## config.mk

```make
export PLATFORM = sky130hd
export DESIGN_NAME = sorted_priority_list_top
export DESIGN_NICKNAME = d
export VERILOG_FILES = /design/src/hw/rtl/spl_pkg.sv /design/src/hw/rtl/spl_store.sv /design/src/hw/rtl/sorted_priority_list_top.sv
export SDC_FILE = /design/constraint.sdc
export NUM_CORES = 2
export LEC_CHECK = 0
export ABC_CLOCK_PERIOD_IN_PS = 13800
export BUFFER_PORTS_ARGS = -buffer_cell sky130_fd_sc_hd__buf_2
export CAP_MARGIN = 20
export CORE_MARGIN = 5
export CORE_UTILIZATION = 50
export CTS_CLUSTER_DIAMETER = 80
export CTS_CLUSTER_SIZE = 14
export DETAILED_ROUTE_END_ITERATION = 8
export PLACE_DENSITY_LB_ADDON = 0.05
export SLEW_MARGIN = 0
export SYNTH_ARGS = -nofsm -noshare
export SYNTH_HDL_FRONTEND = slang
export SYNTH_SLANG_ARGS = --single-unit
export TNS_END_PERCENT = 10
```

## constraint.sdc

```tcl
create_clock -name clk -period 13.8 [get_ports clk]
set_input_delay 1.38 -clock clk [delete_from_list [all_inputs] [get_ports clk]]
set_output_delay 1.38 -clock clk [all_outputs]
set_load 0.05 [all_outputs]
```

## src/hw/rtl/spl_pkg.sv

```systemverilog
// Shared types and constants for the sorted priority list.
// Used by spl_store and sorted_priority_list_top; depends on nothing else.
package spl_pkg;

  localparam int TAG_W  = 16;
  localparam int FARE_W = 20;
  localparam int PTS_W  = 16;
  localparam int KEY_W  = 23;
  localparam int OCC_W  = 5;
  localparam int STAT_W = 2;

  localparam logic ACT_INSERT = 1'b0;
  localparam logic ACT_REMOVE = 1'b1;

  localparam logic [STAT_W-1:0] STATUS_OK    = 2'd0;
  localparam logic [STAT_W-1:0] STATUS_EMPTY = 2'd1;
  localparam logic [STAT_W-1:0] STATUS_FULL  = 2'd2;

  typedef struct packed {
    logic [TAG_W-1:0]  tag;
    logic [FARE_W-1:0] fare;
    logic [PTS_W-1:0]  points;
    logic [KEY_W-1:0]  key;
  } entry_t;

  typedef enum logic [2:0] {
    S_IDLE,
    S_INS_RD,
    S_INS_CMP,
    S_PUT,
    S_REM_RD,
    S_REM_GET,
    S_RESP
  } state_t;

  // Ordering key: fare plus 100 times points, built from shifts and adds.
  function automatic logic [KEY_W-1:0] key_of(input logic [FARE_W-1:0] fare,
                                              input logic [PTS_W-1:0] pts);
    logic [KEY_W-1:0] p;
    p = KEY_W'(pts);
    return KEY_W'(fare) + (p << 6) + (p << 5) + (p << 2);
  endfunction

endpackage

```

## src/hw/rtl/spl_store.sv

```systemverilog
// Entry store of the sorted priority list: one write port, one registered read port.
// Depends on spl_pkg for the entry type.
module spl_store #(
  parameter int DEPTH = 16,
  parameter int AW    = 4
) (
  input  logic            clk,
  input  logic            we,
  input  logic [AW-1:0]   waddr,
  input  spl_pkg::entry_t wdata,
  input  logic [AW-1:0]   raddr,
  output spl_pkg::entry_t rdata
);
  import spl_pkg::*;

  entry_t mem [DEPTH];

  always_ff @(posedge clk) begin
    if (we) begin
      mem[waddr] <= wdata;
    end
  end

  always_ff @(posedge clk) begin
    rdata <= mem[raddr];
  end

endmodule

```

## src/hw/rtl/sorted_priority_list_top.sv

```systemverilog
// Top level of the sorted priority list: sequencer, circular entry store and result register.
// Depends on spl_pkg and spl_store.
//
// The block holds up to CAPACITY entries ordered by fare_cents + 100 * loyalty_points,
// lowest first. An input item with action insert adds an entry behind all entries of
// equal key; an item with action remove takes the front entry and returns it.
// Each accepted item gives exactly one result item with status and occupancy.
// The input channel is ready only while the sequencer is idle. An insert walks the
// store from the back, one entry at a time through a single compare unit and the
// store's one write port and one registered read port, moving each entry of greater
// key back by one place. A rejected insert or an empty remove goes straight to the
// result. in_ready rises on the same edge as out_valid, so the next item can be
// accepted once the result has been loaded into the output register.
// A finished result waits in the output register while the receiver stalls; the
// block accepts the next item meanwhile and holds its own result until the output
// register frees. Reset empties the list at once; there is no clearing pass.
module sorted_priority_list_top #(
  parameter int CAPACITY = 16
) (
  input  logic                         clk,
  input  logic                         rst,
  input  logic                         in_valid,
  output logic                         in_ready,
  input  logic                         action,
  input  logic [spl_pkg::TAG_W-1:0]    passenger_tag,
  input  logic [spl_pkg::FARE_W-1:0]   fare_cents,
  input  logic [spl_pkg::PTS_W-1:0]    loyalty_points,
  output logic                         out_valid,
  input  logic                         out_ready,
  output logic [spl_pkg::STAT_W-1:0]   status,
  output logic [spl_pkg::TAG_W-1:0]    removed_tag,
  output logic [spl_pkg::FARE_W-1:0]   removed_fare,
  output logic [spl_pkg::PTS_W-1:0]    removed_points,
  output logic [spl_pkg::OCC_W-1:0]    occupancy
);
  import spl_pkg::*;

  localparam int PTR_W = $clog2(CAPACITY);
  localparam int CNT_W = $clog2(CAPACITY + 1);
  localparam logic [PTR_W-1:0] LAST = PTR_W'(CAPACITY - 1);
  localparam logic [CNT_W-1:0] FULL = CNT_W'(CAPACITY);

  function automatic logic [PTR_W-1:0] ptr_inc(input logic [PTR_W-1:0] p);
    return (p == LAST) ? '0 : p + 1'b1;
  endfunction

  function automatic logic [PTR_W-1:0] ptr_dec(input logic [PTR_W-1:0] p);
    return (p == '0) ? LAST : p - 1'b1;
  endfunction

  state_t            state, state_next;
  logic [PTR_W-1:0]  head, head_next;
  logic [PTR_W-1:0]  tail, tail_next;
  logic [CNT_W-1:0]  count, count_next;
  logic [CNT_W-1:0]  pos, pos_next;
  logic [PTR_W-1:0]  wptr, wptr_next;
  entry_t            new_ent, new_ent_next;
  logic [STAT_W-1:0] res_status, res_status_next;
  logic [TAG_W-1:0]  res_tag, res_tag_next;
  logic [FARE_W-1:0] res_fare, res_fare_next;
  logic [PTS_W-1:0]  res_points, res_points_next;
  logic              out_load;

  logic              mem_we;
  logic [PTR_W-1:0]  mem_waddr;
  entry_t            mem_wdata;
  logic [PTR_W-1:0]  mem_raddr;
  entry_t            mem_rdata;

  spl_store #(
    .DEPTH (CAPACITY),
    .AW    (PTR_W)
  ) u_store (
    .clk   (clk),
    .we    (mem_we),
    .waddr (mem_waddr),
    .wdata (mem_wdata),
    .raddr (mem_raddr),
    .rdata (mem_rdata)
  );

  assign in_ready = (state == S_IDLE);

  always_comb begin
    state_next      = state;
    head_next       = head;
    tail_next       = tail;
    count_next      = count;
    pos_next        = pos;
    wptr_next       = wptr;
    new_ent_next    = new_ent;
    res_status_next = res_status;
    res_tag_next    = res_tag;
    res_fare_next   = res_fare;
    res_points_next = res_points;
    mem_we          = 1'b0;
    mem_waddr       = wptr;
    mem_wdata       = new_ent;
    mem_raddr       = ptr_dec(wptr);
    out_load        = 1'b0;
    case (state)
      S_IDLE: begin
        if (in_valid) begin
          new_ent_next.tag    = passenger_tag;
          new_ent_next.fare   = fare_cents;
          new_ent_next.points = loyalty_points;
          new_ent_next.key    = key_of(fare_cents, loyalty_points);
          res_tag_next        = '0;
          res_fare_next       = '0;
          res_points_next     = '0;
          res_status_next     = STATUS_OK;
          wptr_next           = tail;
          pos_next            = count;
          if (action == ACT_INSERT) begin
            if (count == FULL) begin
              res_status_next = STATUS_FULL;
              state_next      = S_RESP;
            end else if (count == '0) begin
              state_next = S_PUT;
            end else begin
              state_next = S_INS_RD;
            end
          end else begin
            if (count == '0) begin
              res_status_next = STATUS_EMPTY;
              state_next      = S_RESP;
            end else begin
              state_next = S_REM_RD;
            end
          end
        end
      end
      S_INS_RD: begin
        state_next = S_INS_CMP;
      end
      S_INS_CMP: begin
        if (mem_rdata.key > new_ent.key) begin
          mem_we    = 1'b1;
          mem_wdata = mem_rdata;
          wptr_next = ptr_dec(wptr);
          pos_next  = pos - 1'b1;
          state_next = (pos == CNT_W'(1)) ? S_PUT : S_INS_RD;
        end else begin
          state_next = S_PUT;
        end
      end
      S_PUT: begin
        mem_we     = 1'b1;
        mem_wdata  = new_ent;
        count_next = count + 1'b1;
        tail_next  = ptr_inc(tail);
        state_next = S_RESP;
      end
      S_REM_RD: begin
        mem_raddr  = head;
        state_next = S_REM_GET;
      end
      S_REM_GET: begin
        mem_raddr       = head;
        res_tag_next    = mem_rdata.tag;
        res_fare_next   = mem_rdata.fare;
        res_points_next = mem_rdata.points;
        head_next       = ptr_inc(head);
        count_next      = count - 1'b1;
        state_next      = S_RESP;
      end
      S_RESP: begin
        if (!out_valid || out_ready) begin
          out_load   = 1'b1;
          state_next = S_IDLE;
        end
      end
      default: begin
        state_next = S_IDLE;
      end
    endcase
  end

  always_ff @(posedge clk) begin
    if (rst) begin
      state     <= S_IDLE;
      head      <= '0;
      tail      <= '0;
      count     <= '0;
      out_valid <= 1'b0;
    end else begin
      state <= state_next;
      head  <= head_next;
      tail  <= tail_next;
      count <= count_next;
      if (out_load) begin
        out_valid <= 1'b1;
      end else if (out_ready) begin
        out_valid <= 1'b0;
      end
    end
  end

  always_ff @(posedge clk) begin
    pos        <= pos_next;
    wptr       <= wptr_next;
    new_ent    <= new_ent_next;
    res_status <= res_status_next;
    res_tag    <= res_tag_next;
    res_fare   <= res_fare_next;
    res_points <= res_points_next;
    if (out_load) begin
      status         <= res_status;
      removed_tag    <= res_tag;
      removed_fare   <= res_fare;
      removed_points <= res_points;
      occupancy      <= OCC_W'(count);
    end
  end

  a_count_bound: assert property (@(posedge clk) disable iff (rst)
    count <= FULL)
    else $error("Entry count exceeds capacity.");

  a_empty_remove: assert property (@(posedge clk) disable iff (rst)
    (in_valid && in_ready && action == ACT_REMOVE && count == '0)
      |=> (state == S_RESP && res_status == STATUS_EMPTY))
    else $error("Remove from an empty list did not report empty.");

  a_walk_pos: assert property (@(posedge clk) disable iff (rst)
    (state == S_INS_CMP) |-> (pos != '0))
    else $error("Insert walk compared past the front of the list.");

  a_full_no_write: assert property (@(posedge clk) disable iff (rst)
    (in_valid && in_ready && action == ACT_INSERT && count == FULL)
      |=> (state == S_RESP && res_status == STATUS_FULL && $stable(count)))
    else $error("Insert into a full list changed the list.");

endmodule
```

==> impl_results.md <==
- Drt via density: 6.61
- Starting Density: 0.505
- Worst-case clock buffer depth: 3
- Power, Total: 0.0155 W
- Post-CTS Resized: 0
- Rows: 126
- Dpl cell area: 0.0621 mm^2
- Setup TNS: 0 ns
- Final core utilization: 0.554
- Slowest stage delay, CP: 0.74 ns
- Worst-path cell chain: inv_1 -> ha_1 -> nand4_1 -> nor2_4 -> buf_4 -> o211ai_4 -> buf_4 -> a21oi_4 -> buf_4 -> buf_4
- Post-DP HPWL: 85.1 mm
- Worst R2R Setup Slack: 8.91 ns
- Number of clock sinks: 1487
- Kind of critical path: register to register
- Syn_nets: 3291
- Synth area leader: edfxtp_1
- Top cell type's share of synthesized area: 0.702
- Setup crit end kind: register
- # DRC: 0
- Leakage power total: 21.3 nW
- Setup Fix Bufs, Post-CTS: 0
- Worst path top cell family by delay: buffers and inverters
- Sequential area share after synthesis: 0.733
- Final period util: 0.354
- Worst-Margin Slew: 1.24 ns
- Mean post-synth cell area: 19.0 um^2
- Ratio of cells with drive above 1 in the final layout: 0.199
- Cell mode on critical path: buf_4
- Hold Path Class: register to register
- Vias in the first global route: 32300
- Crit path launch: new_ent[22]
- Slew Viols, Final: 0
- Multi-input gate area: 0.0149 mm^2
- Crit path max-delay cell type: buf_4
- Setup violations, final: 0
- Buf+Inv Stages, Crit Path: 5
- Initial antenna violation count: 5
- Worst r2r path cells: 10
- Most frequent cells in the layout: edfxtp_1 (1395), mux4_2 (300), and3_1 (153)
- CP max FO: 56
- Worst setup SP type: register
- Fillers: 9072
- Gr usage total: 0.250
- Number of synthesized flops with an enable pin: 1395
- Register area: 0.0437 mm^2
- Final Wtd Congestion: 0.820
- Total of max-cap violations: 0
- Synth Cell Area: 0.0597 mm^2
- Critical Path Stages: 10
- WP data arrival: 5.20 ns
- Relative slew slack: 0.176
- Ys flop type: edfxtp_1
- Synth-to-Final Area Change: 9.72%
- 1st-iter DRT viols: 3476
- Reg-to-Reg End: u_store.mem[6][67]
- Placed Cells: 4647
- Die area: 0.126 mm^2
- Hold buffers post-CTS: 0
- CORE AREA: 0.118 mm^2
- Yosys reg bits: 1487
- Post-route ant nets: 0
- FFs w/ async S/R, synth: 0
- Die Y: 355 um
- Unrepaired setup endpoints after global routing: no
- Post-Syn Instances: 3141
- Final wirelength: 159 mm
- Finished Cell Area: 0.0655 mm^2
- Final Hold Fails: 0
- GRT overflow: 0
- Commonest non-fill, non-tap cell in the layout: edfxtp_1
- F_max: 0.205 GHz
- Avg WL per Cell: 32.7 um
- DRT Pass-1 Iters: 6
- Synth warn: 0
- TritonCTS clock tree: yes
- Distinct cells, synth: 61
- Vias after detailed routing: 32100
- Die width: 355 um
- Max VDD drop: 0.234 mV
- Leading post-synthesis cells by cell area: edfxtp_1 (70%), mux4_2 (11%), dfxtp_1 (3.1%), and3_1 (1.6%), ha_1 (1.3%)
- Final worst path period need: 4.89 ns
- Number of I/O pins: 118
- Crit path to: u_store.mem[6][67]
- First-pass GRT wire length: 230 mm
- NumNets Final: 3379
- R2r startpoint: new_ent[22]
- Worst-Skew Late Latency: 0.70 ns
- CTS HTree Levels: 3
- Outcome: completed
- Cts bufs inserted: 116
- Largest net degree at the start of global routing: 174
- Clock root buffer: clkbuf_16
- Worst path required time: 14.12 ns
- Port bufs: 117
- Worst-path clk slew: 0.07 ns
- Pwr dens: 237 mW/mm^2
- Final setup skew: 0.0267 ns
- Layout Cells excl Fill: 4857
## worst min-delay path by stage
stage               slack [ns]          start  cells past startpoint                end
floorplan                 0.40    res_fare[0]                      0    removed_fare[0]
global placement          0.40  res_points[4]                      0  removed_points[4]
detailed placement        0.40   res_fare[15]                      0   removed_fare[15]
CTS                       0.42   res_fare[15]                      0   removed_fare[15]
global route              0.42   res_fare[15]                      0   removed_fare[15]
finish                    0.41   res_fare[15]                      0   removed_fare[15]
## routing by layer
metal  share of wire  vias to the layer above  GRT usage
li1                -                    13200          -
met5               0                        -          0
met4           0.021                        0     0.0626
met3           0.074                      194     0.0365
met1            0.43                    17300      0.373
met2            0.48                     1427      0.395
## registers in the layout, summed over array words and instances, names as in the netlist
signal	cells
tail	4
res_points	16
res_status	2
res_fare	20
out_valid	1
state	3
new_ent	73
head	4
removed_points	16
count	5
status	2
removed_tag	16
u_store.mem	1200
occupancy	5
res_tag	16
pos	5
mem_waddr	4
removed_fare	20
u_store.rdata	75
## metrics by stage
step                      worst slack (ns)  hold WS, ns
after floorplan                     -0.363        0.400
after detailed placement              8.86        0.405
after CTS                             8.98        0.418
after global routing                  8.70        0.421
after global placement                8.63        0.400
final                                 8.91        0.414
## cells in the mapped netlist, types with 3 or more instances
library cell,number
a2111oi_0,3
a211oi_1,60
a21o_1,10
a21oi_1,50
a221o_1,76
a22o_1,75
a311oi_1,28
a31oi_1,6
and3_1,153
buf_1,8
buf_2,52
buf_4,10
buf_6,13
clkbuf_1,142
dfxtp_1,92
edfxtp_1,1395
fa_1,29
ha_1,64
inv_1,101
mux4_2,300
nand2_1,46
nand2b_1,7
nand3_1,91
nand3b_1,3
nand4_1,82
nor2_1,46
nor2b_1,5
nor3_1,27
nor3b_1,3
o2111ai_1,75
o211ai_1,3
o21a_1,3
o21ai_0,20
o21bai_1,3
o31ai_1,4
or3_1,4
xnor2_1,18
xor2_1,7
## kinds of logic (layout without fill, tap and decap cells)
group | after synthesis | after routing | share of synthesized area
muxes | 301 | 301 | 0.113
and+or+nand+nor | 477 | 477 | 0.0441
buffers and inverters | 326 | 504 | 0.0239
xor gates and xnor gates | 25 | 25 | 0.00367
DFF | 1487 | 1487 | 0.733
AOI/OAI and AO/OA | 432 | 432 | 0.0588
other | 0 | 2 | 0
adders and majority gates | 93 | 93 | 0.0232
## area by class of cell
type | instances | share of cell area
Multi-Input combinational cell | 1328 | 0.227
Sequential cell | 1487 | 0.668
Antenna cell | 2 | 0.0000765
Clock buffer | 206 | 0.0505
Clock inverter | 2 | 0.000382
Timing Repair Buffer | 195 | 0.0186
Tap cell | 1536 | 0.0294
Inverter | 101 | 0.00583
## where the power goes
group / switching (W) / internal (W)
clock: 0.00150 / 0.00161
sequential: 0.000254 / 0.00629
combinational: 0.00369 / 0.00220
total: 0.00544 / 0.0101
Power figures use the tool's default switching activity.
